File: config.mk
export PLATFORM = sky130hd
export DESIGN_NAME = jfps_out_fifo
export DESIGN_NICKNAME = d
export VERILOG_FILES = /design/src/sv/jfps_pkg.sv /design/src/sv/jfps_out_fifo.sv
export SDC_FILE = /design/constraint.sdc
export NUM_CORES = 1
export LEC_CHECK = 0
export ABC_AREA = 1
export ABC_CLOCK_PERIOD_IN_PS = 4620
export BUFFER_PORTS_ARGS = -buffer_cell sky130_fd_sc_hd__buf_2
export CAP_MARGIN = 5
export CORE_MARGIN = 4
export CORE_UTILIZATION = 54
export DETAILED_ROUTE_END_ITERATION = 10
export PLACE_DENSITY = 0.75
export SLEW_MARGIN = 20
export SYNTH_ARGS = -nofsm -noshare
export SYNTH_HDL_FRONTEND = slang
export SYNTH_SLANG_ARGS = --single-unit
File: constraint.sdc
create_clock -name aclk -period 4.62 [get_ports aclk]
set_input_delay 0 -clock aclk [delete_from_list [all_inputs] [get_ports aclk]]
set_output_delay 0 -clock aclk [all_outputs]
set_load 0.01 [all_outputs]
File: src/sv/jfps_pkg.sv
// ----------------------------------------------------------------------------
// jfps_pkg
// Shared types, constants and helpers of the five-point Jacobi sweep core.
// ----------------------------------------------------------------------------
package jfps_pkg;

    localparam int unsigned DEF_MAX_COLS = 8192;
    localparam int unsigned DEF_MAX_ROWS = 8192;
    localparam int unsigned FRAC_BITS    = 24;

    localparam int unsigned VAL_W   = 32;
    localparam int unsigned COORD_W = 13;
    localparam int unsigned SIZE_W  = 14;
    localparam int unsigned LIMIT_W = 31;
    localparam int unsigned CFG_W   = 31;
    localparam int unsigned IDX_W   = 2;

    localparam int unsigned SIZE_MIN   = 3;
    localparam logic [SIZE_W-1:0] SIZE_RESET = 14'd8192;

    // 1.0e-6 in the fixed-point format, rounded to nearest
    localparam logic [LIMIT_W-1:0] LIMIT_RESET =
        31'(((64'd1 << FRAC_BITS) + 64'd500000) / 64'd1000000);

    localparam logic [LIMIT_W-1:0] ABS_MAX = {LIMIT_W{1'b1}};

    // result buffer depth and its credit counter
    localparam int unsigned FIFO_DEPTH = 8;

    typedef enum logic [IDX_W-1:0] {
        REG_GRID_ROWS      = 2'd0,
        REG_GRID_COLS      = 2'd1,
        REG_CONVERGE_LIMIT = 2'd2
    } cfg_reg_t;

    // per-cell control carried alongside the data through the pipeline
    typedef struct packed {
        logic               emit;
        logic               last_cell;
        logic [COORD_W-1:0] row;
        logic [COORD_W-1:0] col;
    } cell_tag_t;

    typedef struct packed {
        logic signed [VAL_W-1:0] new_potential;
        logic [COORD_W-1:0]      cell_row;
        logic [COORD_W-1:0]      cell_col;
        logic [LIMIT_W-1:0]      max_change;
        logic                    sweep_end;
        logic                    converged;
    } result_t;

    // clamp a grid size to [SIZE_MIN, max_v] and return its last index
    function automatic logic [31:0] size_last(logic [SIZE_W-1:0] v, int unsigned max_v);
        logic [31:0] w;
        w = {18'd0, v};
        if (w < SIZE_MIN) begin
            w = SIZE_MIN;
        end else if (w > max_v) begin
            w = max_v;
        end
        return w - 32'd1;
    endfunction

endpackage

File: src/sv/jfps_out_fifo.sv
// ----------------------------------------------------------------------------
// jfps_out_fifo
// Result buffer with a credit count that covers results still in flight.
// ----------------------------------------------------------------------------
module jfps_out_fifo import jfps_pkg::*; (
    input  logic    aclk,
    input  logic    aresetn,
    input  logic    reserve,
    input  logic    push,
    input  result_t push_data,
    input  logic    pop,
    output logic    can_accept,
    output logic    out_valid,
    output result_t out_data
);

    localparam int unsigned PTR_W = $clog2(FIFO_DEPTH);
    localparam int unsigned CNT_W = $clog2(FIFO_DEPTH + 1);

    result_t            buf_reg [FIFO_DEPTH];
    logic [PTR_W:0]     wr_ptr_reg;
    logic [PTR_W:0]     rd_ptr_reg;
    logic [CNT_W-1:0]   credit_reg;
    logic [CNT_W-1:0]   credit_next;

    always_comb begin
        credit_next = credit_reg;
        if (reserve) begin
            credit_next = credit_next + CNT_W'(1);
        end
        if (pop) begin
            credit_next = credit_next - CNT_W'(1);
        end
    end

    always_ff @(posedge aclk) begin
        if (!aresetn) begin
            wr_ptr_reg <= '0;
            rd_ptr_reg <= '0;
            credit_reg <= '0;
        end else begin
            credit_reg <= credit_next;
            if (push) begin
                wr_ptr_reg <= wr_ptr_reg + (PTR_W+1)'(1);
            end
            if (pop) begin
                rd_ptr_reg <= rd_ptr_reg + (PTR_W+1)'(1);
            end
        end
    end

    always_ff @(posedge aclk) begin
        if (push) begin
            buf_reg[wr_ptr_reg[PTR_W-1:0]] <= push_data;
        end
    end

    assign can_accept = credit_reg < CNT_W'(FIFO_DEPTH);
    assign out_valid  = wr_ptr_reg != rd_ptr_reg;
    assign out_data   = buf_reg[rd_ptr_reg[PTR_W-1:0]];

endmodule

# Yosys cells after proc, flatten, opt, wreduce, memory -nomap -nowiden
# Memories as Yosys holds them, arrays and structs flattened. A register that Yosys moved wholly into a read port is not among the register bits.
# Cells that the tools add are included.
[word_totals]
wordCells = 16
n_memories = 1
out_inout_bits = 93
input_bits = 96
mem_bits_rw = 728
register_bits = 12
[op_classes]
muxes = 6
magnitude_cmp = 1
add_sub_neg = 4
n_eq_ne = 1
[memory_table]
columns = ["memory", "depth", "word_bits", "read_ports", "rd_ports_with_merged_regs", "write_ports", "line_no", "source"]
rows = [
  ["buf_reg", 8, 91, 1, 1, 1, "jfps_out_fifo.sv:20", "result_t buf_reg [FIFO_DEPTH];"],
]
[ops]
columns = ["operator", "count"]
rows = [
  ["$add A4 B1 Y4 const B", 3],
  ["$mux W4", 2],
  ["$mux W3", 2],
  ["$lt A4 B4 Y1 const B", 1],
  ["$ne A4 B4 Y1", 1],
  ["$sub A4 B1 Y4 const B", 1],
  ["$mux W1", 2],
]

# Depth between registers and ports, before layout
[logic_depth]
depth_word = 4
ltp_mapped = 9
mapped_depth_nobuf = 9

# Worst setup path after synthesis
# OpenSTA, ideal clock, no wires.
[synth_path]
path_kind = "reg-to-reg"
start = "register wr_ptr_reg[0]"
end = "memory buf_reg[0][0] in the netlist's numbering (enable)"
path_stages_with_launch = 3
period_less_slack_ps = 5013
setup_time_ps = 541
n_path_buf = 0
arrival_time_ps = 4471
slack_ps = -393
cell_sequence = "dfxtp_1 or2_2 nor2_1"
[synth_rtl]
columns = ["item", "line_no", "source"]
rows = [
  ["start: declaration", "jfps_out_fifo.sv:21", "logic [PTR_W:0] wr_ptr_reg;"],
  ["start signal: assignment", "jfps_out_fifo.sv:44", "wr_ptr_reg <= wr_ptr_reg + (PTR_W+1)'(1);"],
  ["end: declaration", "jfps_out_fifo.sv:20", ""],
]
# Straight into the memory's write port.

==> results_dict.tcl <==
set metrics [dict create \
    status "completed" \
    finalHoldViolCount 0 \
    multi_input_area_um2 5782 \
    nNetsFinal 2503 \
    grt-ovfl-total 0 \
    async_flop_share_pct 0 \
    required_ns 4.62 \
    instances_no_fill 3151 \
    synthTopCellsByCount "edfxtp_1, nor2_1, nand2_1" \
    drive_gt1_share_pct 13.23 \
    yosys_warnings 0 \
    hp-class "in2reg" \
    antenna_found_initial 9 \
    seqCellArea_um2 22170 \
    row_count 84 \
    clock_skew_ns 0.02295 \
    core_um2 52550 \
    gp_congestion 0.7633 \
    end_kind "output pin" \
    slew_headroom_pct 32.10 \
    post_drt_wl_per_cell_um 20.87 \
    synth_edf_count 728 \
    setup.worst_path.class "reg2out" \
    first_global_vias 18180 \
    synth_cell_type_count 23 \
    clock.fmax_mhz 308.4 \
    cts_tree "built" \
    rr_worst_depth 3 \
    vias_per_cell 5.831 \
    clock_path_buffers 3 \
    synth_nets 2256 \
    cap_violations 0 \
    port_buffers 188 \
    fin_util_pct 63.80 \
    post-synth-top-count-cell "edfxtp_1" \
    synth_top_area_cell "edfxtp_1" \
    wl_um 65760 \
    fp.dieH_um 238.2 \
    die-area_um2 56720 \
    area_growth_pct 17.19 \
    clk_pin_slew_ns 0.06 \
    cp-endpoint "out_data[0]" \
    numCtsBuffers 74 \
    synth_seq_area_share_pct 77.47 \
    drc 0 \
    grt.total_usage_pct 22.71 \
    min_period_ns 3.242 \
    ys_ff_latch 743 \
    largest_reg_flops 728 \
    io_pins 189 \
    ys.flop_type "edfxtp_1" \
    clock_latency_ns 0.60 \
    final_antenna_net_count 0 \
    placed_cells 2914 \
    crit_fanout 157 \
    p_leak_uw 0.01160 \
    grt_max_degree 249 \
    worstReg2RegStart "wr_ptr_reg[0]" \
    avgSynthCellArea_um2 13.27 \
    nFillCells 3737 \
    slew_viol_final 0 \
    setup_viol 0 \
    htree_levels 3 \
    reg2reg_to "buf_reg[5][71]" \
    netlist_area_um2 28610 \
    synth_top_area_share_pct 76.42 \
    worst_pin_slew_ns 1.018 \
    first_pass_iters 6 \
    grt_pass1_wl_um 100800 \
    die_w_um 238.2 \
    cts_setup_buffers 0 \
    reg2reg_slack_ns 2.06 \
    clk_root_buffer_cell "clkbuf_16" \
    ctsResizeCount 0 \
    rsz0062_at_grt "false" \
    worst_ep_arrival_time_ns 3.24 \
    cts.sinks 743 \
    syn_inst 2156 \
    power_density_nw_per_um2 438.5 \
    dr_total_vias 18380 \
    place_hpwl_um 32560 \
    ys_top_cells_by_area "edfxtp_1, nor2_1, o22ai_1, nand2_1, o21ai_0" \
    start_kind "flop" \
    fin_crit_sh_pct 70.18 \
    ir_drop_v 0.0002510 \
    start_util_pct 54.44 \
    drtIter0Drc 1783 \
]
[how the worst min path moves through the flow]
stage                  start              to  slack (ns)  cells after the start
2_1_floorplan   push_data[0]   buf_reg[0][0]         0.1                      0
3_3_place_gp   push_data[41]  buf_reg[2][41]        0.26                      1
3_5_place_dp   push_data[41]  buf_reg[5][41]        0.27                      1
4_1_cts        push_data[87]  buf_reg[2][87]        0.18                      2
5_1_grt        push_data[87]  buf_reg[0][87]        0.21                      2
6_report       push_data[41]  buf_reg[2][41]        0.21                      2
[final cells by class]
class	instances	area share [%]
Sequential cell	743	66.14
Multi-Input combinational cell	1256	17.25
Timing Repair Buffer	311	6.830
Clock buffer	99	6.121
Tap cell	688	2.568
Clock inverter	30	0.8061
Inverter	17	0.2389
Antenna cell	7	0.05225
[worst max-delay path, cell delays in order, from the launching register on]
cell     delay (ns)
dfxtp_4        0.46
inv_12         0.36
buf_16         0.51
buf_4          0.45
o21ai_0        0.15
o22ai_1        0.18
nand2_1        0.09
nand2_1        0.11
buf_2          0.13
[power by group]
part	switching, uW	total, uW	internal (uW)
clock network	2380	5770	3390
registers	46.9	7610	7560
logic	888	1330	441
[what timing repair did]
item,in CTS,in global routing
endpoints found under the hold margin,743,0
setup endpoints to repair,0,0
hold buffers,99,0
[cells in the final DEF (no fill, tap or decap), drive strengths merged]
cell	count
a21oi	10
buf	212
bufinv	5
clkbuf	99
clkinv	23
clkinvlp	2
dfxtp	15
diode	7
dlygate4sd3	99
edfxtp	728
ha	4
inv	17
nand2	300
nand3	2
nand4	2
nor2	378
o21ai	371
o22ai	182
or2	1
xnor2	5
xor2	1
[stage by stage]
step | setup WS (ns) | hold WS, ns | setup TNS, ns | area [um2] | total power, uW
floorplan | -0.3926 | 0.09887 | -142.90 | 28620 | 8500
global placement | 2.049 | 0.2625 | 0 | 30120 | 8949
detailed placement | 1.990 | 0.2665 | 0 | 30140 | 8996
CTS | 1.352 | 0.1784 | 0 | 33450 | 14770
global route | 1.275 | 0.2092 | 0 | 33520 | 15220
finish | 1.378 | 0.2055 | 0 | 33520 | 14700
[metal layers]
layer / vias up / wire length [um] / track usage [%]
met5: - / 27 / 0
met4: 4 / 1411 / 7.282
met3: 119 / 4784 / 3.999
met2: 722 / 31800 / 36.84
met1: 9110 / 27740 / 31.89
li1: 8420 / - / -
[kinds of logic after synthesis]
logic type | after synthesis | share of synthesized area (%)
flip-flops | 743 | 77.47
AND/OR/NAND/NOR | 683 | 8.997
AO/OA/AOI/OAI | 563 | 10.65
buffers and inverters | 157 | 2.528
XOR/XNOR | 6 | 0.1837
adder cells (fa/ha/maj) | 4 | 0.1750
No activity file was read; power rests on OpenSTA's default activity.
