==> config.mk <==
export PLATFORM = sky130hd
export DESIGN_NAME = jfps_stencil
export DESIGN_NICKNAME = d
export VERILOG_FILES = /design/src/sv/jfps_pkg.sv /design/src/sv/jfps_stencil.sv
export SDC_FILE = /design/constraint.sdc
export NUM_CORES = 1
export LEC_CHECK = 0
export ABC_AREA = 1
export BUFFER_PORTS_ARGS = -buffer_cell sky130_fd_sc_hd__buf_2
export CORE_MARGIN = 10
export CORE_UTILIZATION = 45
export DETAILED_ROUTE_END_ITERATION = 8
export GPL_TIMING_DRIVEN = 0
export SKIP_CTS_REPAIR_TIMING = 1
export SYNTH_ARGS = -nofsm -noshare
export SYNTH_HDL_FRONTEND = slang
export SYNTH_SLANG_ARGS = --single-unit
==> constraint.sdc <==
create_clock -name aclk -period 11 [get_ports aclk]
set_input_delay 1.65 -clock aclk [delete_from_list [all_inputs] [get_ports aclk]]
set_output_delay 1.65 -clock aclk [all_outputs]
set_load 0.01 [all_outputs]
==> src/sv/jfps_pkg.sv <==
// ----------------------------------------------------------------------------
// jfps_pkg
// Shared types, constants and helpers of the five-point Jacobi sweep core.
// ----------------------------------------------------------------------------
package jfps_pkg;

    localparam int unsigned DEF_MAX_COLS = 8192;
    localparam int unsigned DEF_MAX_ROWS = 8192;
    localparam int unsigned FRAC_BITS    = 24;

    localparam int unsigned VAL_W   = 32;
    localparam int unsigned COORD_W = 13;
    localparam int unsigned SIZE_W  = 14;
    localparam int unsigned LIMIT_W = 31;
    localparam int unsigned CFG_W   = 31;
    localparam int unsigned IDX_W   = 2;

    localparam int unsigned SIZE_MIN   = 3;
    localparam logic [SIZE_W-1:0] SIZE_RESET = 14'd8192;

    // 1.0e-6 in the fixed-point format, rounded to nearest
    localparam logic [LIMIT_W-1:0] LIMIT_RESET =
        31'(((64'd1 << FRAC_BITS) + 64'd500000) / 64'd1000000);

    localparam logic [LIMIT_W-1:0] ABS_MAX = {LIMIT_W{1'b1}};

    // result buffer depth and its credit counter
    localparam int unsigned FIFO_DEPTH = 8;

    typedef enum logic [IDX_W-1:0] {
        REG_GRID_ROWS      = 2'd0,
        REG_GRID_COLS      = 2'd1,
        REG_CONVERGE_LIMIT = 2'd2
    } cfg_reg_t;

    // per-cell control carried alongside the data through the pipeline
    typedef struct packed {
        logic               emit;
        logic               last_cell;
        logic [COORD_W-1:0] row;
        logic [COORD_W-1:0] col;
    } cell_tag_t;

    typedef struct packed {
        logic signed [VAL_W-1:0] new_potential;
        logic [COORD_W-1:0]      cell_row;
        logic [COORD_W-1:0]      cell_col;
        logic [LIMIT_W-1:0]      max_change;
        logic                    sweep_end;
        logic                    converged;
    } result_t;

    // clamp a grid size to [SIZE_MIN, max_v] and return its last index
    function automatic logic [31:0] size_last(logic [SIZE_W-1:0] v, int unsigned max_v);
        logic [31:0] w;
        w = {18'd0, v};
        if (w < SIZE_MIN) begin
            w = SIZE_MIN;
        end else if (w > max_v) begin
            w = max_v;
        end
        return w - 32'd1;
    endfunction

endpackage

==> src/sv/jfps_stencil.sv <==
// ----------------------------------------------------------------------------
// jfps_stencil
// Window, five-point update, change tracking and sweep-end flags.
// ----------------------------------------------------------------------------
module jfps_stencil import jfps_pkg::*; (
    input  logic                    aclk,
    input  logic                    aresetn,
    input  logic                    advance,
    input  logic signed [VAL_W-1:0] pin,
    input  cell_tag_t               tag,
    input  logic signed [VAL_W-1:0] top_q,
    input  logic signed [VAL_W-1:0] mid_q,
    input  logic signed [VAL_W-1:0] src_q,
    input  logic [LIMIT_W-1:0]      limit,
    output logic                    res_valid,
    output result_t                 res
);

    localparam int unsigned SUM_W = VAL_W + 3;
    localparam int unsigned Q_W   = SUM_W - 2;
    localparam int unsigned D_W   = VAL_W + 1;
    localparam logic signed [VAL_W-1:0] POS_MAX = {1'b0, {(VAL_W-1){1'b1}}};
    localparam logic signed [VAL_W-1:0] NEG_MIN = {1'b1, {(VAL_W-1){1'b0}}};

    function automatic logic signed [SUM_W-1:0] sx_sum(logic signed [VAL_W-1:0] v);
        return {{(SUM_W-VAL_W){v[VAL_W-1]}}, v};
    endfunction

    // stage 1
    logic                    v1_reg;
    logic signed [VAL_W-1:0] pin1_reg;
    cell_tag_t               tag1_reg;
    // window: w2 top row, w4/w5 middle row, w8 bottom row
    logic signed [VAL_W-1:0] w2_reg;
    logic signed [VAL_W-1:0] w4_reg;
    logic signed [VAL_W-1:0] w5_reg;
    logic signed [VAL_W-1:0] w8_reg;
    logic signed [VAL_W-1:0] src_hold_reg;
    logic signed [SUM_W-1:0] sum_next;
    // stage 2
    logic                    v2_reg;
    logic signed [SUM_W-1:0] sum2_reg;
    logic signed [VAL_W-1:0] ctr2_reg;
    cell_tag_t               tag2_reg;
    logic signed [Q_W-1:0]   q_full;
    logic signed [VAL_W-1:0] q_sat;
    logic signed [D_W-1:0]   d_next;
    // stage 3
    logic                    v3_reg;
    logic signed [VAL_W-1:0] q3_reg;
    logic signed [D_W-1:0]   d3_reg;
    cell_tag_t               tag3_reg;
    logic [D_W-1:0]          ad_full;
    logic [LIMIT_W-1:0]      ad;
    logic [LIMIT_W-1:0]      max_next;
    logic [LIMIT_W-1:0]      rmax_reg;
    logic                    conv;

    assign sum_next = sx_sum(w2_reg) + sx_sum(w8_reg) + sx_sum(w4_reg) +
                      sx_sum(mid_q) + sx_sum(src_hold_reg);

    always_ff @(posedge aclk) begin
        if (!aresetn) begin
            v1_reg <= 1'b0;
            v2_reg <= 1'b0;
            v3_reg <= 1'b0;
        end else begin
            v1_reg <= advance;
            v2_reg <= v1_reg;
            v3_reg <= v2_reg;
        end
    end

    always_ff @(posedge aclk) begin
        if (advance) begin
            pin1_reg <= pin;
            tag1_reg <= tag;
        end
    end

    // shift the window one column per cell
    always_ff @(posedge aclk) begin
        if (!aresetn) begin
            w2_reg       <= '0;
            w4_reg       <= '0;
            w5_reg       <= '0;
            w8_reg       <= '0;
            src_hold_reg <= '0;
        end else if (v1_reg) begin
            w2_reg       <= top_q;
            w4_reg       <= w5_reg;
            w5_reg       <= mid_q;
            w8_reg       <= pin1_reg;
            src_hold_reg <= src_q;
        end
    end

    always_ff @(posedge aclk) begin
        if (v1_reg) begin
            sum2_reg <= sum_next;
            ctr2_reg <= w5_reg;
            tag2_reg <= tag1_reg;
        end
    end

    // floor of a quarter, saturate, difference against the old center
    assign q_full = sum2_reg[SUM_W-1:2];

    always_comb begin
        priority if (q_full[Q_W-1:VAL_W-1] == 2'b01) begin
            q_sat = POS_MAX;
        end else if (q_full[Q_W-1:VAL_W-1] == 2'b10) begin
            q_sat = NEG_MIN;
        end else begin
            q_sat = q_full[VAL_W-1:0];
        end
    end

    assign d_next = {q_sat[VAL_W-1], q_sat} - {ctr2_reg[VAL_W-1], ctr2_reg};

    always_ff @(posedge aclk) begin
        if (v2_reg) begin
            q3_reg   <= q_sat;
            d3_reg   <= d_next;
            tag3_reg <= tag2_reg;
        end
    end

    // absolute change, saturated, and the running maximum
    assign ad_full  = d3_reg[D_W-1] ? D_W'(-d3_reg) : D_W'(d3_reg);
    assign ad       = (ad_full[D_W-1:LIMIT_W] != '0) ? ABS_MAX : ad_full[LIMIT_W-1:0];
    assign max_next = (ad > rmax_reg) ? ad : rmax_reg;
    assign conv     = (ad <= limit) && (rmax_reg <= limit);

    always_ff @(posedge aclk) begin
        if (!aresetn) begin
            rmax_reg <= '0;
        end else if (v3_reg) begin
            if (tag3_reg.last_cell) begin
                rmax_reg <= '0;
            end else if (tag3_reg.emit) begin
                rmax_reg <= max_next;
            end
        end
    end

    assign res_valid = v3_reg && tag3_reg.emit;

    always_comb begin
        res.new_potential = q3_reg;
        res.cell_row      = tag3_reg.row;
        res.cell_col      = tag3_reg.col;
        res.max_change    = max_next;
        res.sweep_end     = tag3_reg.last_cell;
        res.converged     = tag3_reg.last_cell && conv;
    end

endmodule

# Word level (Yosys, flattened, before mapping)
# Index checks and enable logic that the tools add are counted.
[op_classes] n_shift=0 n_eq_ne=2 n_lt_le_gt_ge=3 add_sub_neg=6 n_reduce_logical=6 n_div=0 bitwise=0 multipliers=0 n_mux=7
[ops] operator="$mux 31" n=4
[ops] operator="$mux 32" n=2
[ops] operator="$le 31x31->1" n=2
[ops] operator="$add 34x32->35" n=1
[ops] operator="$add 35x32->35" n=1
[ops] operator="$add 33x32->34" n=1
[ops] operator="$add 32x32->33" n=1
[ops] operator="$mux 33" n=1
[ops] operator="$neg 33->33" n=1
[ops] operator="$sub 32x32->33" n=1
[ops] operator="$gt 31x31->1" n=1
[ops] operator="$reduce_bool 2->1" n=2
[ops] operator="$logic_and 1x1->1" n=3
[ops] operator="$eq 2x1->1 const B" n=1
[ops] operator="$eq 2x2->1 const B" n=1
[ops] operator="$reduce_and 2->1" n=1
[totals] mem_bits_ro=0 mem_bits_rw=0 inputBits=190 n_memories=0 elab_cells=50 out_inout_bits=92 latchBits=0 register_bits=442

# Longest topological paths before layout
# Gate-level depths: netlist of run 1.
[depth] depth_word=8 ltp_mapped=27 mapped_depth_nobuf=26

# Worst setup path before layout of run 1
# No wires, ideal clock.
[synth_timing] path_type="input port to flip-flop" from="input port mid_q[2]" to="register sum2_reg[33] (data pin)" setup_ns=0.252 stages=15 setup_slack_ns=5.947 n_path_buf=0 required_time_ns=10.748 arrival_ns=4.800 path_cell_list="inv_1 fa_1 inv_1 fa_1 inv_1 fa_1 fa_1 o21ai_1 a21oi_1 o21ai_0 nand2_1 nand2_1 nand3_1 nand3_1 nand2_1"
[synth_via] elab_chain_cells=2
[synth_lines] item="from (decl)" line="jfps_stencil.sv:12" source="input logic signed [VAL_W-1:0] mid_q,"
[synth_lines] item="$add 34x32->35" line="jfps_stencil.sv:59" source="assign sum_next = sx_sum(w2_reg) + sx_sum(w8_reg) + sx_sum(w4_reg) +"
[synth_lines] item="$add 35x32->35" line="jfps_stencil.sv:60" source="sx_sum(mid_q) + sx_sum(src_hold_reg);"
[synth_lines] item="named net sum_next[33]" line="jfps_stencil.sv:39" source="logic signed [SUM_W-1:0] sum_next;"
[synth_lines] item="to (signal assigned)" line="jfps_stencil.sv:100" source="sum2_reg <= sum_next;"
[synth_lines] item="to (decl)" line="jfps_stencil.sv:42" source="logic signed [SUM_W-1:0] sum2_reg;"
# The timed path passes the listed nets, and every way through them passes these cells.
# A chain may end at the register's enable or synchronous reset.

==> results of run 1 <==
[logic make-up after synthesis]
family          after synthesis
simple gates                929
buf+inv                     648
xor+xnor                     69
compound gates              551
flops                       440
fa+ha+maj                   258
[layer usage]
metal,share of wire,track usage,up-vias
met1,0.40,0.251,9338
met5,0,0,-
met2,0.52,0.414,500
met4,0.034,0.0799,0
li1,-,-,9960
met3,0.041,0.0301,119
[Yosys cell counts, drive strengths merged, types with 5 or more instances]
cell    count
nand4      19
nand3b      8
nor2      273
a21o        5
edfxtp    246
buf        41
ha        159
a21boi      6
dfxtp     194
nand3      90
and2       29
a21oi     279
xnor2      17
clkbuf     67
inv       538
a211oi      6
fa         99
o21a       10
xor2       52
o21ai     228
nand2     486
nor3       18
[cell type report]
class,count,share of cell area
repair buffers,282,0.0498
inverters,540,0.0692
flip-flops and latches,440,0.385
plain buffers,108,0.0189
clock buffers,56,0.0431
well taps,748,0.0320
multi-input cells,1807,0.390
clock inverters,32,0.0119
[placed cells by master, fill, tap and decap left out, drive strengths merged, types with 10 or more instances in the layout]
| master | instances |
|---|---|
| nand2 | 486 |
| ha | 159 |
| edfxtp | 246 |
| xnor2 | 17 |
| nand4 | 19 |
| fa | 99 |
| nor2 | 273 |
| inv | 540 |
| and2 | 29 |
| a21oi | 279 |
| nor3 | 18 |
| buf | 323 |
| nand3 | 90 |
| dfxtp | 194 |
| clkinv | 20 |
| xor2 | 52 |
| o21ai | 228 |
| o21a | 10 |
| clkbuf | 123 |
[worst max path at each step]
stage | startpoint | to | slack (ps)
2_1_floorplan | mid_q[2] | sum2_reg[33] | 5950
3_3_place_gp | v1_reg | w8_reg[25] | 4510
3_5_place_dp | mid_q[1] | sum2_reg[33] | 5130
4_1_cts | d3_reg[2] | res[3] | 4670
5_1_grt | d3_reg[18] | res[3] | 4300
6_report | d3_reg[17] | res[3] | 4660
[power by group]
| group | internal (mW) | leakage [nW] | switching (mW) | total (mW) |
|---|---|---|---|---|
| Sequential | 1.98 | 3.92 | 0.0728 | 2.05 |
| Clock | 0.968 | 0.771 | 0.682 | 1.65 |
| Combinational | 0.735 | 8.56 | 1.41 | 2.14 |
[worst max-delay path, delay by kind of cell, from the launching register on]
family | cells | cell delay, ps
buffers and inverters | 4 | 780
AOI/OAI and AO/OA | 1 | 240
adders and majority gates | 1 | 310
and+or+nand+nor | 16 | 2340
DFF | 1 | 430
[per-stage QoR]
step	std cells	instance area, µm²	power, mW	util	hold slack, ps
floorplan	2895	25300	3.54	-	400
global placement	3923	27600	4.21	0.499	401
detailed placement	3925	27700	4.23	0.500	405
CTS	4013	29300	5.89	0.529	413
global route	4013	29300	6.24	0.529	424
finish	4013	29300	5.84	0.529	410
==> flow_summary_export.csv, run 1 <==
group,metric,value,unit
clock_tree,h-tree-depth,2,
synth,yosys.area_share.simple,0.156,
sta,timing.final.crit_period,6340,ps
die,rows,86,
sta,hold_viol,0,
synth,synthArstFlopShare,0,
drt,detail-route-antenna-nets,0,
die,dieArea,66000,µm²
die,die_h,257,µm
sta,min_period_over_period,0.576,
cells_and_area,regArea,11300,µm²
global_route,grt_start_max_net_pins,70,
clock_tree,path_clk_slew,60,ps
run,cap_violations,0,
min_path,min_from,"tag2_reg[3]",
pwr,leakage,13.2,nW
clock_tree,cts_tree,"built",
synth,synth_seq_area_share,0.446,
drt,drt_iter0_drc,1121,
synth,synth-adder-area-share,0.157,
synth,synth_compound_area_frac,0.114,
drt,first_pass_iters,6,
synth,synth-edff-count,246,
cells_and_area,num-fill-cells,5324,
cells_and_area,syn_to_final_growth,15.9,%
clock_tree,clk_latency,600,ps
worst_setup_path,crit_path_start_kind,"flop",
clock_tree,cts.sinks,440,
placed_design,io_buffers,280,
worst_setup_path,path_cells,"nor2_1 > nand2_1 > nor2_1 > nand2_1 > nand2_1 > nand2_1 > nand2_2 > nand3_2 > buf_2 > nor2_1 > inv_1 > ha_1 > nand2_1 > nor2_1 > nand3_1 > nor2_1 > nand3_1 > o21ai_2 > buf_2 > nand2_1 > and2_1 > buf_2",
worst_setup_path,critPathMaxFanout,10,
min_path,hold_depth,0,
pwr,ir_drop,0.121,mV
sta,finalSetupTns,0,ps
synth,netlist_top_cells_area,"edfxtp_1, dfxtp_1, inv_1",
min_path,min_to,"res[36]",
synth,synth_nets,3343,
global_route,first_global_vias,20600,
synth,synth.area.mux_share,0,
synth,ys_types,45,
die,start_util,0.457,
worst_setup_path,slowest_stage,"edfxtp_1",
worst_setup_path,timing.rr.start,"w2_reg[1]",
sta,worst_pin_slew,993,ps
sta,clock.fmax,0.158,GHz
synth,synth_warnings,0,
global_route,grt_antenna_before_repair,0,
drt,drc,0,
placed_design,pre_cts_ws,5130,ps
synth,synth_xor_area_frac,0.0239,
cells_and_area,nNetsFinal,3676,
die,die_x,257,µm
worst_setup_path,worst-setup-path-type,"flop to output pin",
worst_setup_path,crit_path_end_kind,"output pin",
global_route,overflow,0,
synth,synth_area,25300,µm²
sta,final.setup.worst_slack,4660,ps
worst_setup_path,worst_ep_required_time,9350,ps
placed_design,dp_hpwl,60.9,mm
die,core_region_area,55300,µm²
global_route,grt_pass1_wl,114,mm
status,status,"complete, no violations",
synth,synth_area_per_cell,8.73,µm²
pwr,cellPowerDensity,200,nW/µm²
worst_setup_path,timing.critical_path.mode_cell,"nand2_1",
cells_and_area,multiInputGateArea,11400,µm²
synth,synthCells,2895,
placed_design,gp_congestion,0.922,
worst_setup_path,reg2reg_depth,14,
synth,yosysTopAreaCell,"edfxtp_1",
die,top_level_ports,282,
clock_tree,clockRootBuffer,"clkbuf_16",
synth,synth_top_area_frac,0.292,
worst_setup_path,reg2reg_setup_slack,6600,ps
drt,drt_wl_total,74.3,mm
synth,ys_seq_elements,440,
synth,synth_top_family_by_area,"adder cells",
cells_and_area,antennaDiodeCount,0,
cells_and_area,drive_above_1_share,0.133,
min_path,min_path_type,"flop to flop",
sta,setup_viol,0,
worst_setup_path,slowest_delay,430,ps
drt,vias,19900,
sta,grt_setup_unrepaired,"false",
synth,synthFlopType,"edfxtp_1",
drt,avgRoutedWirePerCell,18.5,µm
drt,vias_per_cell,4.96,
clock_tree,clk_path_buf_depth,3,
global_route,grt_usage,0.221,
sta,slew_headroom,0.338,
worst_setup_path,cp_data_arrival_time,4690,ps
clock_tree,cts_buffers,49,
sta,skew,21.3,ps
worst_setup_path,reg2reg_to,"sum2_reg[33]",
sta,finalMaxSlewViolations,0,
Power figures use the tool's default switching activity.
==> run 2: changes to the inputs <==
- PLACE_DENSITY: default -> 0.66
- clock period: 11 -> 5.5 ns (I/O delays scaled with it)
==> run 2 against run 1 <==
Global-route usage down 1.8 points; critical path type unchanged; design area up 0.42%; final cell count barely moved; first-iteration DRC count rose by 3.9%; largest cell class unchanged; clock power increased by 110%; die area unchanged; worst hold slack worse by 28 ps; wire length decreased by 8.6%.
==> flow_summary_export.csv, run 2 (synthesized netlist as in run 1, its figures left out) <==
group,metric,value,unit
placed_design,gp_congestion,0.940,
drt,drt_wl_total,67.9,mm
cells_and_area,layout.cells.non_filler,4017,
min_path,min_from,"pin[20]",
die,rows,86,
placed_design,pre_cts_ws,601,ps
status,status,"complete, no violations",
sta,min_period_over_period,0.942,
global_route,overflow,0,
worst_setup_path,timing.rr.start,"w2_reg[1]",
clock_tree,cts.sinks,440,
cells_and_area,final_common_cell,"inv_1",
global_route,grt_start_max_net_pins,71,
sta,clock.fmax,0.193,GHz
sta,timing.final.crit_period,5180,ps
global_route,first_global_vias,19800,
cells_and_area,drive_above_1_share,0.136,
cells_and_area,final_cell_mix,"inv_1, nand2_1, buf_2, a21oi_1, nor2_1",
min_path,min_path_type,"input pin to flop",
pwr,leakage,13.3,nW
sta,worst_pin_slew,1050,ps
worst_setup_path,worst_ep_required_time,4680,ps
clock_tree,h-tree-depth,2,
sta,setup_viol,0,
global_route,grt_antenna_before_repair,1,
cells_and_area,num-fill-cells,5288,
die,top_level_ports,282,
global_route,grt_pass1_wl,106,mm
drt,drc,0,
clock_tree,path_clk_slew,60,ps
cells_and_area,syn_to_final_growth,16.4,%
pwr,ir_drop,0.229,mV
worst_setup_path,reg2reg_depth,14,
sta,skew,44.8,ps
clock_tree,clk_latency,620,ps
clock_tree,clk_path_buf_depth,3,
cells_and_area,antennaDiodeCount,0,
drt,vias_per_cell,4.87,
drt,first_pass_iters,5,
sta,whs,382,ps
worst_setup_path,reg2reg_to,"sum2_reg[33]",
placed_design,placedCellCount,3925,
worst_setup_path,crit_path_start_kind,"flop",
drt,detail-route-antenna-nets,0,
drt,avgRoutedWirePerCell,16.9,µm
clock_tree,cts_buffers,49,
worst_setup_path,worst-setup-path-type,"flop to output pin",
min_path,min_to,"pin1_reg[20]",
worst_setup_path,crit_path_end_kind,"output pin",
placed_design,io_buffers,280,
min_path,hold_depth,1,
worst_setup_path,reg2reg_setup_slack,1240,ps
cells_and_area,fin_util,0.532,
cells_and_area,nNetsFinal,3676,
run,cap_violations,0,
global_route,grt_usage,0.203,
sta,final.setup.worst_slack,320,ps
pwr,p_total,11.8,mW
die,die_h,257,µm
die,core_region_area,55300,µm²
placed_design,dp_hpwl,54.7,mm
drt,drt_iter0_drc,1165,
sta,hold_viol,0,
clock_tree,clockRootBuffer,"clkbuf_16",
die,start_util,0.457,
drt,vias,19600,
die,dieArea,66000,µm²
sta,finalMaxSlewViolations,0,
pwr,cellPowerDensity,400,nW/µm²
sta,grt_setup_unrepaired,"false",
sta,slew_headroom,0.299,
die,die_x,257,µm
clock_tree,cts_tree,"built",
worst_setup_path,critPathMaxFanout,10,
worst_setup_path,cp_data_arrival_time,4350,ps
-- run 2: cell count changes in the layout (fill, tap and decap cells not counted), moves of 3 or more --
cell        delta
buf_2          -5
clkbuf_1       +4
clkbuf_4       +3
clkinv_1       -6
clkinv_2       +4
clkinvlp_4     -3
-- run 2: critical path, cell delays in order, from the launching register on --
cell and delay, ps:
edfxtp_1 410, inv_1 100, ha_1 190, nand3_1 130, nor2_2 300, nand4_1 220, nand3_2 140, buf_6 150
buf_12 180, nor2_4 60, inv_1 70, ha_1 240, nand2_1 90, inv_1 40, a21oi_1 190, nand2_1 80
nand2_1 50, nand2_1 80, nand2_1 130, nand2_1 80, o21ai_2 100, clkbuf_4 260, nand2_1 100, and2_1 200
buf_2 150
-- run 2: area by class of cell --
type                            instances  area, µm²  share of cell area
Clock inverter                         30        400              0.0136
Timing Repair Buffer                  282       1460              0.0496
Buffer                                108        566              0.0192
Inverter                              540       2030              0.0689
Clock buffer                           62       1320              0.0448
Tap cell                              748        936              0.0318
Multi-Input combinational cell       1807      11400               0.388
Sequential cell                       440      11300               0.384
-- run 2: power breakdown --
part | switching [mW] | leakage (nW) | total, mW | internal [mW]
logic | 2.68 | 8.56 | 4.15 | 1.47
clock network | 1.41 | 0.838 | 3.50 | 2.09
registers | 0.143 | 3.92 | 4.11 | 3.96
-- run 2: through the flow --
step                area (µm²)  TNS, ps
floorplan                25300        0
global placement         27600   -89140
detailed placement       27700        0
CTS                      29400        0
global route             29400        0
finish                   29400        0
-- run 2: worst max-delay path by stage --
stage / start / to / slack (ps)
global placement: v1_reg / w8_reg[24] / -850
global route: d3_reg[15] / res[29] / 4
CTS: d3_reg[2] / res[11] / 220
finish: d3_reg[0] / res[3] / 320
floorplan: mid_q[2] / sum2_reg[33] / 1270
detailed placement: mid_q[1] / sum2_reg[33] / 600
-- run 2: routing by layer --
layer | global-route usage | wire [µm] | share of wire
met4 | 0.0736 | 2240 | 0.033
met5 | 0 | 0 | 0
met1 | 0.248 | 28500 | 0.42
met3 | 0.0280 | 3450 | 0.051
met2 | 0.359 | 33600 | 0.50
