===== config.mk =====
export PLATFORM = sky130hd
export DESIGN_NAME = jfps_scan
export DESIGN_NICKNAME = d
export VERILOG_FILES = /design/src/sv/jfps_pkg.sv /design/src/sv/jfps_scan.sv
export SDC_FILE = /design/constraint.sdc
export NUM_CORES = 1
export LEC_CHECK = 0
export ABC_AREA = 1
export BUFFER_PORTS_ARGS = -buffer_cell sky130_fd_sc_hd__buf_2
export CAP_MARGIN = 20
export CORE_MARGIN = 2
export CORE_UTILIZATION = 55
export CTS_CLUSTER_SIZE = 16
export DETAILED_ROUTE_END_ITERATION = 12
export PLACE_DENSITY = 0.79
export SLEW_MARGIN = 10
export SYNTH_ARGS = -nofsm -noshare
export SYNTH_HDL_FRONTEND = slang
export SYNTH_SLANG_ARGS = --single-unit
export TNS_END_PERCENT = 100

===== constraint.sdc =====
create_clock -name aclk -period 4.4 [get_ports aclk]
set_clock_uncertainty 0.1 [all_clocks]
set_input_delay 0.66 -clock aclk [delete_from_list [all_inputs] [get_ports aclk]]
set_output_delay 0.66 -clock aclk [all_outputs]
set_load 0.03 [all_outputs]

===== src/sv/jfps_pkg.sv =====
// ----------------------------------------------------------------------------
// jfps_pkg
// Shared types, constants and helpers of the five-point Jacobi sweep core.
// ----------------------------------------------------------------------------
package jfps_pkg;

    localparam int unsigned DEF_MAX_COLS = 8192;
    localparam int unsigned DEF_MAX_ROWS = 8192;
    localparam int unsigned FRAC_BITS    = 24;

    localparam int unsigned VAL_W   = 32;
    localparam int unsigned COORD_W = 13;
    localparam int unsigned SIZE_W  = 14;
    localparam int unsigned LIMIT_W = 31;
    localparam int unsigned CFG_W   = 31;
    localparam int unsigned IDX_W   = 2;

    localparam int unsigned SIZE_MIN   = 3;
    localparam logic [SIZE_W-1:0] SIZE_RESET = 14'd8192;

    // 1.0e-6 in the fixed-point format, rounded to nearest
    localparam logic [LIMIT_W-1:0] LIMIT_RESET =
        31'(((64'd1 << FRAC_BITS) + 64'd500000) / 64'd1000000);

    localparam logic [LIMIT_W-1:0] ABS_MAX = {LIMIT_W{1'b1}};

    // result buffer depth and its credit counter
    localparam int unsigned FIFO_DEPTH = 8;

    typedef enum logic [IDX_W-1:0] {
        REG_GRID_ROWS      = 2'd0,
        REG_GRID_COLS      = 2'd1,
        REG_CONVERGE_LIMIT = 2'd2
    } cfg_reg_t;

    // per-cell control carried alongside the data through the pipeline
    typedef struct packed {
        logic               emit;
        logic               last_cell;
        logic [COORD_W-1:0] row;
        logic [COORD_W-1:0] col;
    } cell_tag_t;

    typedef struct packed {
        logic signed [VAL_W-1:0] new_potential;
        logic [COORD_W-1:0]      cell_row;
        logic [COORD_W-1:0]      cell_col;
        logic [LIMIT_W-1:0]      max_change;
        logic                    sweep_end;
        logic                    converged;
    } result_t;

    // clamp a grid size to [SIZE_MIN, max_v] and return its last index
    function automatic logic [31:0] size_last(logic [SIZE_W-1:0] v, int unsigned max_v);
        logic [31:0] w;
        w = {18'd0, v};
        if (w < SIZE_MIN) begin
            w = SIZE_MIN;
        end else if (w > max_v) begin
            w = max_v;
        end
        return w - 32'd1;
    endfunction

endpackage


===== src/sv/jfps_scan.sv =====
// ----------------------------------------------------------------------------
// jfps_scan
// Size and limit registers, raster counters and per-cell emission flags.
// ----------------------------------------------------------------------------
module jfps_scan import jfps_pkg::*; #(
    parameter int unsigned MAX_COLS = DEF_MAX_COLS,
    parameter int unsigned MAX_ROWS = DEF_MAX_ROWS,
    localparam int unsigned CW = $clog2(MAX_COLS),
    localparam int unsigned RW = $clog2(MAX_ROWS)
) (
    input  logic               aclk,
    input  logic               aresetn,
    input  logic               cfg_wr_en,
    input  logic [IDX_W-1:0]   cfg_wr_index,
    input  logic [CFG_W-1:0]   cfg_wr_data,
    input  logic               advance,
    output logic [CW-1:0]      col_addr,
    output cell_tag_t          tag,
    output logic [LIMIT_W-1:0] limit
);

    localparam int unsigned ROW_OW = (RW > COORD_W) ? RW : COORD_W;
    localparam int unsigned COL_OW = (CW > COORD_W) ? CW : COORD_W;
    localparam logic [31:0] ROWS_LAST_RST = size_last(SIZE_RESET, MAX_ROWS);
    localparam logic [31:0] COLS_LAST_RST = size_last(SIZE_RESET, MAX_COLS);

    logic [RW-1:0]      rows_last_reg;
    logic [CW-1:0]      cols_last_reg;
    logic [LIMIT_W-1:0] limit_reg;
    logic [RW-1:0]      row_reg;
    logic [CW-1:0]      col_reg;

    logic [31:0]        size_wr;
    logic               last_col;
    logic               last_row;
    logic [ROW_OW-1:0]  row_out;
    logic [COL_OW-1:0]  col_out;

    assign size_wr  = size_last(cfg_wr_data[SIZE_W-1:0],
                                (cfg_wr_index == REG_GRID_ROWS) ? MAX_ROWS : MAX_COLS);
    assign last_col = col_reg >= cols_last_reg;
    assign last_row = row_reg >= rows_last_reg;
    assign row_out  = ROW_OW'(row_reg) - ROW_OW'(1);
    assign col_out  = COL_OW'(col_reg) - COL_OW'(1);

    always_comb begin
        tag.emit      = (row_reg >= RW'(2)) && (col_reg >= CW'(2)) &&
                        (row_reg <= rows_last_reg) && (col_reg <= cols_last_reg);
        tag.last_cell = last_row && last_col;
        tag.row       = row_out[COORD_W-1:0];
        tag.col       = col_out[COORD_W-1:0];
    end

    assign col_addr = col_reg;
    assign limit    = limit_reg;

    always_ff @(posedge aclk) begin
        if (!aresetn) begin
            rows_last_reg <= ROWS_LAST_RST[RW-1:0];
            cols_last_reg <= COLS_LAST_RST[CW-1:0];
            limit_reg     <= LIMIT_RESET;
        end else if (cfg_wr_en) begin
            unique case (cfg_wr_index)
                REG_GRID_ROWS:      rows_last_reg <= size_wr[RW-1:0];
                REG_GRID_COLS:      cols_last_reg <= size_wr[CW-1:0];
                REG_CONVERGE_LIMIT: limit_reg     <= cfg_wr_data[LIMIT_W-1:0];
                default: ;
            endcase
        end
    end

    // advance the raster position, wrap at the last column and row
    always_ff @(posedge aclk) begin
        if (!aresetn) begin
            row_reg <= '0;
            col_reg <= '0;
        end else if (advance) begin
            if (last_col) begin
                col_reg <= '0;
                row_reg <= last_row ? '0 : row_reg + RW'(1);
            end else begin
                col_reg <= col_reg + CW'(1);
            end
        end
    end

endmodule


---- After elaboration in Yosys (flattened, before gate mapping) ----
Cells that the tools add are included.
operators by class
  order comparisons ....................... 8
  mux-type cells .......................... 4
  equality and inequality tests ........... 2
  reductions and logical operators ........ 9
  add/subtract/negate cells ............... 5
operators with widths
  cell                                                                     number
  13-bit 2-to-1 mux                                                        4
  13-bit by 1-bit subtractor with 13-bit output (second input constant)    3
  13-bit by 1-bit adder with 13-bit output (second input constant)         2
  13-bit >= comparator                                                     2
  13-bit by 2-bit >= comparator with 1-bit output (second input constant)  2
  13-bit <= comparator                                                     2
  14-bit > comparator (second input constant)                              1
  14-bit by 2-bit < comparator with 1-bit output (second input constant)   1
  2-bit AND reduction                                                      4
  1-bit logical AND                                                        4
  2-bit by 1-bit equality test with 1-bit output (second input constant)   1
  2-bit equality test (second input constant)                              1
  2-bit logical NOT                                                        1
word-level totals
  bits of input ports ..................... 37
  register bits ........................... 83
  output and inout port bits .............. 72
  logic and storage cells ................. 33

---- Longest topological paths before layout ----
Gate-level depths: netlist (run 1).
  depth in word-level cells ............... 4
  gate-level depth with buffers ........... 13
  mapped depth without buffers ............ 13

---- Least setup slack after synthesis (run 1) ----
Ideal clock, no wire load.
  kind .................................... reg2out
  start point ............................. register col_reg[0], in the netlist col_addr[0]
  end point ............................... output port tag[10] in the netlist's numbering
  cell stages (with the launch flop) ...... 7
  slack ................................... 1.587 ns
  buffers on the path ..................... 0
  data required time ...................... 3.640 ns
  arrival time ............................ 2.053 ns
  cells stage by stage .................... dfxtp_1 > inv_1 > ha_1 > nand3_1 > nor3_1 > nand3_1 > xor2_1
RTL lines
  what                    RTL line         text
  start, declared         jfps_scan.sv:31  logic [CW-1:0] col_reg;
  start signal, assigned  jfps_scan.sv:82  col_reg <= col_reg + CW'(1);
  end, declared           jfps_scan.sv:18  output cell_tag_t tag,

==> results of run 1 <==
-- logic make-up (layout without fill, tap and decap cells) --
logic type / Yosys count / after routing / synth area share (%)
AND/OR/NAND/NOR: 337 / 337 / 30.2
buffers and inverters: 114 / 216 / 8.83
adder cells (fa/ha/maj): 33 / 33 / 8.33
AO/OA/AOI/OAI: 120 / 120 / 13.1
flip-flops: 83 / 83 / 33.5
XOR/XNOR: 34 / 34 / 6.00
-- worst max-delay path, delay by kind of cell, from the launching register on --
family                     cells  cell delay, ps
AOI/OAI and AO/OA              2             280
adders and majority gates      1             290
buffers and inverters          3             250
DFF                            1             480
and+or+nand+nor                4             680
-- synth_stat cells, drive strengths merged --
master and number:
nand2 118, nor2 112, inv 90, dfxtp 83
nand3 65, a21oi 60, o21ai 52, ha 33
xor2 32, nor3 20, clkbuf 18, nand4 18
buf 6, o41ai 5, nor3b 2, o211ai 2
xnor2 2, nor4 1, o22ai 1, or2 1
-- area by class of cell --
cell class | instances | area, µm² | area share (%)
Clock buffer | 9 | 124 | 2.15
Tap cell | 108 | 135 | 2.35
Inverter | 90 | 338 | 5.87
Timing Repair Buffer | 110 | 556 | 9.65
Sequential cell | 83 | 1660 | 28.9
Clock inverter | 7 | 76.3 | 1.33
Multi-Input combinational cell | 524 | 2870 | 49.8
-- power by group --
part	internal, µW	switching, µW	leakage [µW]
combinational	82.4	190	0.00215
sequential	780	16.1	0.000677
clock	227	330	0.000103
total	1090	536	0.00293
-- cell usage in the layout, fill, tap and decap left out, types with 2 or more instances in the layout --
| master | instances |
|---|---|
| xor2_1 | 32 |
| o21ai_2 | 3 |
| nand4_1 | 18 |
| buf_4 | 2 |
| dfxtp_1 | 83 |
| a21oi_1 | 58 |
| ha_1 | 33 |
| inv_8 | 3 |
| inv_6 | 2 |
| clkbuf_8 | 9 |
| nor3_1 | 17 |
| inv_2 | 2 |
| xnor2_1 | 2 |
| nor2_1 | 106 |
| o41ai_1 | 5 |
| buf_2 | 108 |
| nor2_2 | 4 |
| nand3_1 | 64 |
| inv_1 | 88 |
| nand2_2 | 5 |
| nand2_1 | 112 |
| nor3_2 | 3 |
| o21ai_1 | 5 |
| nor3b_1 | 2 |
| o211ai_1 | 2 |
| o21ai_0 | 44 |
-- final timing paths --
path	startpoint	end	slack (ps)	depth (start not counted)
min	limit[4]$_SDFFE_PN1P_	limit[4]$_SDFFE_PN1P_	370	2
min reg2reg	limit[4]$_SDFFE_PN1P_	limit[4]$_SDFFE_PN1P_	370	2
max reg2reg	col_addr[2]$_SDFFE_PN0P_	col_addr[10]$_SDFFE_PN0P_	1860	10
max	col_addr[2]$_SDFFE_PN0P_	tag[26]	1290	10
-- layer usage --
metal  track usage [%]  up-vias  wire length [µm]  part of all wire [%]
li1                  -     2559                 -                     -
met1              35.3     2253              5890                    45
met2              45.0      187              6110                    47
met3              7.09       28               887                   6.8
met4              8.75        0               245                   1.9
met5                 0        -                 0                     0
-- metrics by stage --
stage | cells | hold WS (ps)
after floorplan | 721 | 341
after global placement | 915 | 337
after detailed placement | 915 | 342
after CTS | 931 | 369
after global routing | 931 | 399
final | 931 | 368
==> impl_metrics.py, run 1 <==
metrics = {
    "finish": {
        "drive_gt1_share_pct": 18.1,
        "num_antenna_cells": 0,
        "fin_nets": 888,
        "syn_to_final_growth_pct": 16.0,
        "fill_cells": 806,
        "finalInstanceArea_mm2": 0.00576,
        "fin_util_pct": 66.0,
        "largest_reg_flops": 31,
    },
    "drt": {
        "postRouteWirelength_um": 13100,
        "drt_pass1_iterations": 5,
        "viasPerCell": 5.40,
        "postRouteAntennaNets": 0,
        "wl_per_cell_um": 14.1,
        "vias": 5027,
        "drt_iter0_drc": 184,
        "drc_errors": 0,
    },
    "critical_path": {
        "cp-start-kind": "flop",
        "crit_chain": "ha_1 -> nand2_1 -> inv_1 -> nor2_1 -> o21ai_0 -> o21ai_1 -> nand3_2 -> nand2_1 -> inv_1 -> buf_2",
        "cp-end-kind": "output port",
        "worst_ep_required_time_ps": 3640,
        "critPathMaxFanout": 18,
        "path_class": "flop to output port",
        "arrival_ps": 2350,
        "max_stage_delay_ps": 480,
        "slowest_stage": "dfxtp_1",
    },
    "sta": {
        "finalCritPeriodShare_pct": 70.7,
        "setup_slack_ps": 1290,
        "slew_viol_final": 0,
        "tightest_slew_ps": 989,
        "setup_violations": 0,
        "rsz0062_at_grt": "false",
        "slew-limit-headroom_pct": 34.0,
        "hold_viol_final": 0,
        "finalCriticalPeriod_ps": 3110,
        "tns_ps": 0,
        "fmax_ghz": 0.321,
    },
    "yosys": {
        "netlist_top_cells_area": "dfxtp_1 (34%), nand2_1 (8.5%), ha_1 (8.3%), nor2_1 (8.0%), inv_1 (6.7%)",
        "syn_nets": 791,
        "synth.cell_area_mm2": 0.00496,
        "synth_top_area_share_pct": 33.5,
        "synth_seq_cells": 83,
        "synth_cells": 721,
        "synth_cell_types": 34,
        "synth.avg_cell_area_um2": 6.88,
        "yosysSeqAreaShare_pct": 33.5,
        "yosys_warnings": 0,
        "synth_top_area_cell": "dfxtp_1",
    },
    "placed_design": {
        "gp_congestion": 0.902,
        "dpl_cell_area_mm2": 0.00556,
        "place_hpwl_um": 9960,
        "post-place-ws_ps": 1650,
        "numPortBuffers": 108,
    },
    "cts": {
        "clk_path_buf_depth": 2,
        "insertion_delay_ps": 370,
        "ctsHoldBuffers": 0,
        "clk_pin_slew_ps": 100,
        "ctsRootBufferMaster": "clkbuf_8",
        "cts_buffers": 9,
        "cts_setup_buffers": 0,
        "post_cts_resized": 0,
        "cts.sinks": 83,
        "htreeDepth": 3,
        "cts_tree": "yes",
    },
    "die": {
        "rows": 34,
        "die_width_um": 99.0,
        "die_height_um": 99.0,
        "initial_core_util_pct": 56.9,
        "die-area_mm2": 0.00979,
        "pin_count": 109,
        "core-area_mm2": 0.00872,
    },
    "flow_run": {
        "drv_cap": 0,
    },
    "min_path": {
        "hp-class": "flop to flop",
    },
    "pwr": {
        "peakVddDrop_uv": 175,
        "power_density_mw_per_mm2": 282,
        "leakage_uw": 0.00293,
        "p_total_uw": 1630,
    },
    "grt": {
        "grt_start_max_net_pins": 41,
        "grt_pass1_wl_um": 22100,
        "first_global_vias": 4800,
        "grtUsageTotal_pct": 27.4,
        "antenna_found_initial": 0,
        "overflow": 0,
    },
    "outcome": {
        "status": "complete, no violations",
    },
}
Note: power is estimated with default switching activity, not from simulation.
==> run 2, diff against run 1 <==
CORE_UTILIZATION = 50   (was 55)
PLACE_DENSITY = 0.75   (was 0.79)
clock period = 2.55 ns   (was 4.4 ns; I/O delays follow)
==> impl_metrics.py, run 2 (synthesis gave the netlist of run 1 again) <==
metrics = {
    "outcome": {
        "status": "finished, violations left",
        "violations": "setup timing",
    },
    "finish": {
        "drive_gt1_share_pct": 27.2,
        "fin_nets": 917,
        "mostFrequentLayoutCells": "nand2_1 (108), buf_2 (104), nor2_1 (98)",
        "final_cells": 985,
        "syn_to_final_growth_pct": 26.2,
        "num_antenna_cells": 0,
        "largest_reg_flops": 31,
        "final_common_cell": "nand2_1",
        "finalInstanceArea_mm2": 0.00626,
    },
    "sta": {
        "setup_slack_ps": -53.9,
        "finalCriticalPeriod_ps": 2600,
        "hold_viol_final": 0,
        "tns_ps": -53.9,
        "rsz0062_at_grt": "true",
        "slew-limit-headroom_pct": 55.6,
        "fmax_ghz": 0.384,
        "setup_violations": 1,
        "slew_viol_final": 0,
        "finalCritPeriodShare_pct": 102,
        "tightest_slew_ps": 665,
    },
    "drt": {
        "postRouteAntennaNets": 0,
        "postRouteWirelength_um": 14100,
        "wl_per_cell_um": 14.3,
        "drt_iter0_drc": 228,
        "vias": 5205,
        "drt_pass1_iterations": 4,
        "viasPerCell": 5.28,
        "drc_errors": 0,
    },
    "critical_path": {
        "cp_top_family": "simple AND/OR/NAND/NOR gates",
        "crit_buf_inv": 2,
        "cp-end-kind": "output port",
        "worst_ep_required_time_ps": 2070,
        "r2r_cells": 9,
        "crit_chain": "ha_4 -> nand4_1 -> nor2_4 -> nand2_2 -> nor2_4 -> inv_2 -> nand2_2 -> o211ai_1 -> a21oi_2 -> buf_6",
        "critPathMaxFanout": 4,
        "cp-start-kind": "flop",
        "slowest_stage": "dfxtp_1",
        "cp-startpoint": "row_reg[11]$_SDFFE_PN0P_",
        "cp_num_cells": 10,
        "reg2reg_from": "col_addr[11]$_SDFFE_PN0P_",
        "path_class": "flop to output port",
        "arrival_ps": 2120,
        "max_stage_delay_ps": 380,
    },
    "die": {
        "initial_core_util_pct": 51.2,
        "pin_count": 109,
        "die_height_um": 104,
        "core-area_mm2": 0.00968,
        "rows": 36,
        "die-area_mm2": 0.0107,
        "die_width_um": 104,
    },
    "grt": {
        "overflow": 0,
        "first_global_vias": 4987,
        "grt_start_max_net_pins": 41,
        "grt_pass1_wl_um": 23500,
        "grtUsageTotal_pct": 26.3,
        "antenna_found_initial": 0,
    },
    "pwr": {
        "power_density_mw_per_mm2": 459,
        "p_sw_share_pct": 30.9,
        "combinationalPowerShare_pct": 17.1,
        "peakVddDrop_uv": 353,
        "power_frac_seq_pct": 47.7,
        "leakage_uw": 0.00307,
        "power.share.clock_pct": 35.2,
        "p_int_uw": 1980,
        "switchingPower_uw": 889,
    },
    "flow_run": {
        "drv_cap": 0,
    },
    "cts": {
        "clk_path_buf_depth": 2,
        "cts.sinks": 83,
        "ctsHoldBuffers": 0,
        "clk_pin_slew_ps": 90,
        "cts_tree": "yes",
        "ctsRootBufferMaster": "clkbuf_8",
        "htreeDepth": 3,
        "insertion_delay_ps": 370,
        "cts_buffers": 9,
    },
    "placed_design": {
        "place_hpwl_um": 10500,
        "gp_congestion": 0.973,
        "dpl.cell_count": 957,
        "numPortBuffers": 108,
        "dpl_cell_area_mm2": 0.00571,
    },
    "min_path": {
        "hp-class": "input port to flop",
        "worstHoldStart": "cfg_wr_data[25]",
        "hold_depth": 3,
    },
}
-- run 2: what timing repair did --
action	in CTS	in global routing
setup endpoints to repair	6	8
setup buffers	5	7
pin swaps	11	14
gates resized for setup	40	33
-- run 2: power by group through the flow --
stage,clock (µW),sequential (µW),combinational (µW)
after floorplan,0,1450,270
after global placement,0,1400,467
after detailed placement,0,1400,476
after CTS,1020,1370,484
after global routing,1090,1380,539
final,1010,1370,492
-- run 2: area by class of cell --
class,instances,area (µm²)
clock inverter,6,72.6
clock buffer,10,138
multi-input combinational,524,3060
fill,869,3430
tap,133,166
sequential,83,1690
inverter,90,338
timing repair buffer,139,791
-- run 2: worst reg2reg max path: cells and delay by family (launching register included) --
family                     cells  cell delay [ps]
and+or+nand+nor                5              690
buffers and inverters          1              130
adders and majority gates      1              350
AOI/OAI and AO/OA              2              540
DFF                            1              410
-- run 2: per-stage QoR --
stage          setup slack, ps  hold WS (ps)  total power (µW)  utilization [%]
2_1_floorplan             14.2           341              1720                -
6_report                 -53.9           133              2870             64.6
3_5_place_dp              82.1           354              1880             59.0
5_1_grt                   -164           135              3010             64.6
3_3_place_gp               201           340              1870             59.0
4_1_cts                  -42.1           125              2880             62.7
-- run 2: metal layers --
layer	vias up	global-route usage [%]	part of all wire, %
li1	2615	-	-
met1	2390	34.3	44
met2	177	45.1	48
met3	23	4.03	6.3
met4	0	8.11	1.9
met5	-	0	0
-- run 2: final timing paths --
| path | endpoint | slack, ps |
|---|---|---|
| max | tag[27] | -50 |
| min | limit[25]$_SDFFE_PN0P_ | 130 |
| max reg2reg | row_reg[3]$_SDFFE_PN0P_ | 210 |
| min reg2reg | rows_last_reg[9]$_SDFFE_PN1P_ | 370 |
==> run 3, diff against run 2 <==
CTS_CLUSTER_SIZE = not set   (was 16)
PLACE_DENSITY = 0.74   (was 0.75)
SLEW_MARGIN = not set   (was 10)
==> impl_metrics.py, run 3 (synthesis gave the netlist of run 1 again) <==
metrics = {
    "sta": {
        "setup_violations": 1,
        "slew-limit-headroom_pct": 50.0,
        "slew_viol_final": 0,
        "finalCriticalPeriod_ps": 2550,
        "hold_viol_final": 0,
        "tns_ps": -0.352,
        "rsz0062_at_grt": "true",
        "finalCritPeriodShare_pct": 100,
        "fmax_ghz": 0.392,
        "setup_slack_ps": -0.352,
        "tightest_slew_ps": 740,
    },
    "pwr": {
        "leakage_uw": 0.00303,
        "power_density_mw_per_mm2": 466,
        "combinationalPowerShare_pct": 16.9,
        "p_int_uw": 1990,
        "peakVddDrop_uv": 276,
        "power.share.clock_pct": 35.2,
        "p_sw_share_pct": 30.7,
        "switchingPower_uw": 879,
        "power_frac_seq_pct": 47.9,
    },
    "grt": {
        "overflow": 0,
        "grtUsageTotal_pct": 25.0,
        "first_global_vias": 4716,
        "grt_start_max_net_pins": 41,
        "antenna_found_initial": 0,
        "grt_pass1_wl_um": 22200,
    },
    "outcome": {
        "status": "finished, violations left",
        "violations": "setup timing",
    },
    "drt": {
        "postRouteWirelength_um": 13600,
        "wl_met2_um": 6540,
        "drt_pass1_iterations": 5,
        "postRouteAntennaNets": 0,
        "top_layer": "met4",
        "drt_iter0_drc": 227,
        "wl_met1_um": 6110,
        "viasPerCell": 5.22,
        "met3_length_um": 745,
        "drc_errors": 0,
        "vias": 5099,
        "wl_per_cell_um": 13.9,
    },
    "critical_path": {
        "cp-end-kind": "output port",
        "crit_chain": "ha_1 -> nand2_1 -> inv_1 -> o21ai_2 -> a21oi_2 -> nor2_2 -> nand2_1 -> nand2_1 -> o211ai_1 -> a21oi_1 -> buf_4",
        "cp_top_family": "compound AO/OA/AOI/OAI gates",
        "slowest_stage": "dfxtp_1",
        "path_class": "flop to output port",
        "critPathMaxFanout": 2,
        "max_stage_delay_ps": 410,
        "cp-start-kind": "flop",
        "worst_ep_required_time_ps": 2070,
        "crit_buf_inv": 2,
        "crit_top_cell": "nand2_1",
        "arrival_ps": 2070,
    },
    "die": {
        "pin_count": 109,
        "rows": 36,
        "core-area_mm2": 0.00968,
        "die-area_mm2": 0.0107,
        "initial_core_util_pct": 51.2,
        "die_width_um": 104,
        "die_height_um": 104,
    },
    "cts": {
        "cts_tree": "yes",
        "cts.sinks": 83,
        "cts_buffers": 9,
        "clk_pin_slew_ps": 90,
        "ctsRootBufferMaster": "clkbuf_8",
        "insertion_delay_ps": 350,
        "clk_path_buf_depth": 2,
        "htreeDepth": 3,
    },
    "finish": {
        "mostFrequentLayoutCells": "nand2_1 (110), buf_2 (105), nor2_1 (99)",
        "finalInstanceArea_mm2": 0.00614,
        "fill_cells": 899,
        "final_common_cell": "nand2_1",
        "largest_reg_flops": 31,
        "drive_gt1_share_pct": 25.4,
        "num_antenna_cells": 0,
        "syn_to_final_growth_pct": 23.8,
        "fin_nets": 909,
    },
    "placed_design": {
        "place_hpwl_um": 10300,
        "dpl_cell_area_mm2": 0.00571,
        "gp_congestion": 0.973,
        "numPortBuffers": 108,
    },
    "min_path": {
        "hp-class": "input port to flop",
    },
    "flow_run": {
        "drv_cap": 0,
    },
}
-- run 3: changes by cell type in the layout (fill, tap and decap cells not counted), sizes merged --
| cell | before | now |
|---|---|---|
| inv | 91 | 93 |
| clkinv | 3 | 0 |
| clkinvlp | 1 | 2 |
| buf | 138 | 130 |
-- run 3: timing repair --
item | in CTS | in global routing
setup endpoints to repair | 5 | 6
hold buffers | 0 | 0
resized for setup | 24 | 32
buffers inserted | 3 | 2
pin swaps | 5 | 12
-- run 3: layout make-up --
cell class / count / area, µm² / share of cell area (%)
clock buffer: 10 / 138 / 2.24
clock inverter: 6 / 71.3 / 1.16
inverter: 90 / 338 / 5.50
multi-input combinational: 524 / 3020 / 49.2
sequential: 83 / 1690 / 27.5
tap: 133 / 166 / 2.71
timing repair buffer: 131 / 721 / 11.7
-- run 3: metrics by stage --
| step | hold WS, ps | setup slack, ps | util (%) | std cells | power (µW) |
|---|---|---|---|---|---|
| final | 144 | -0.352 | 63.4 | 977 | 2860 |
| after global routing | 129 | -142 | 63.4 | 977 | 3000 |
| after CTS | 126 | 2.28 | 62.2 | 975 | 2890 |
| after detailed placement | 343 | 100 | 58.9 | 956 | 1870 |
| after global placement | 339 | 199 | 58.9 | 956 | 1870 |
| after floorplan | 341 | 14.2 | - | 721 | 1720 |
-- run 3: routing by layer --
layer / up-vias / track usage (%)
li1: 2594 / -
met1: 2327 / 32.8
met2: 163 / 42.1
met3: 15 / 5.48
met4: 0 / 5.69
met5: - / 0
-- run 3: worst register-to-register path, stage by stage, from the launching register on --
cell and delay (ps):
dfxtp_1 350, inv_1 50, ha_1 290, nand2_1 60
inv_1 60, nand3_1 80, nor2_2 160, nand3_1 150
nand3_2 150, nand2_4 120, inv_1 230, nand2_1 160
a21oi_1 150
-- run 3: power groups by stage --
stage          Clock [µW]  Combinational, µW  Sequential [µW]
4_1_cts              1040                478             1370
2_1_floorplan           0                270             1450
3_3_place_gp            0                469             1400
5_1_grt              1090                533             1380
6_report             1010                485             1370
3_5_place_dp            0                473             1400
-- run 3: path summary, 6_finish.rpt --
path                                 start                 endpoint  slack, ps  depth (start not counted)
max                row_reg[6]$_SDFFE_PN0P_                  tag[27]       -0.4                         11
min                        cfg_wr_data[27]   limit[27]$_SDFFE_PN0P_        140                          3
max reg2reg  cols_last_reg[8]$_SDFFE_PN1P_  row_reg[0]$_SDFFE_PN0P_        370                         12
min reg2reg          limit[4]$_SDFFE_PN1P_    limit[4]$_SDFFE_PN1P_        370                          2
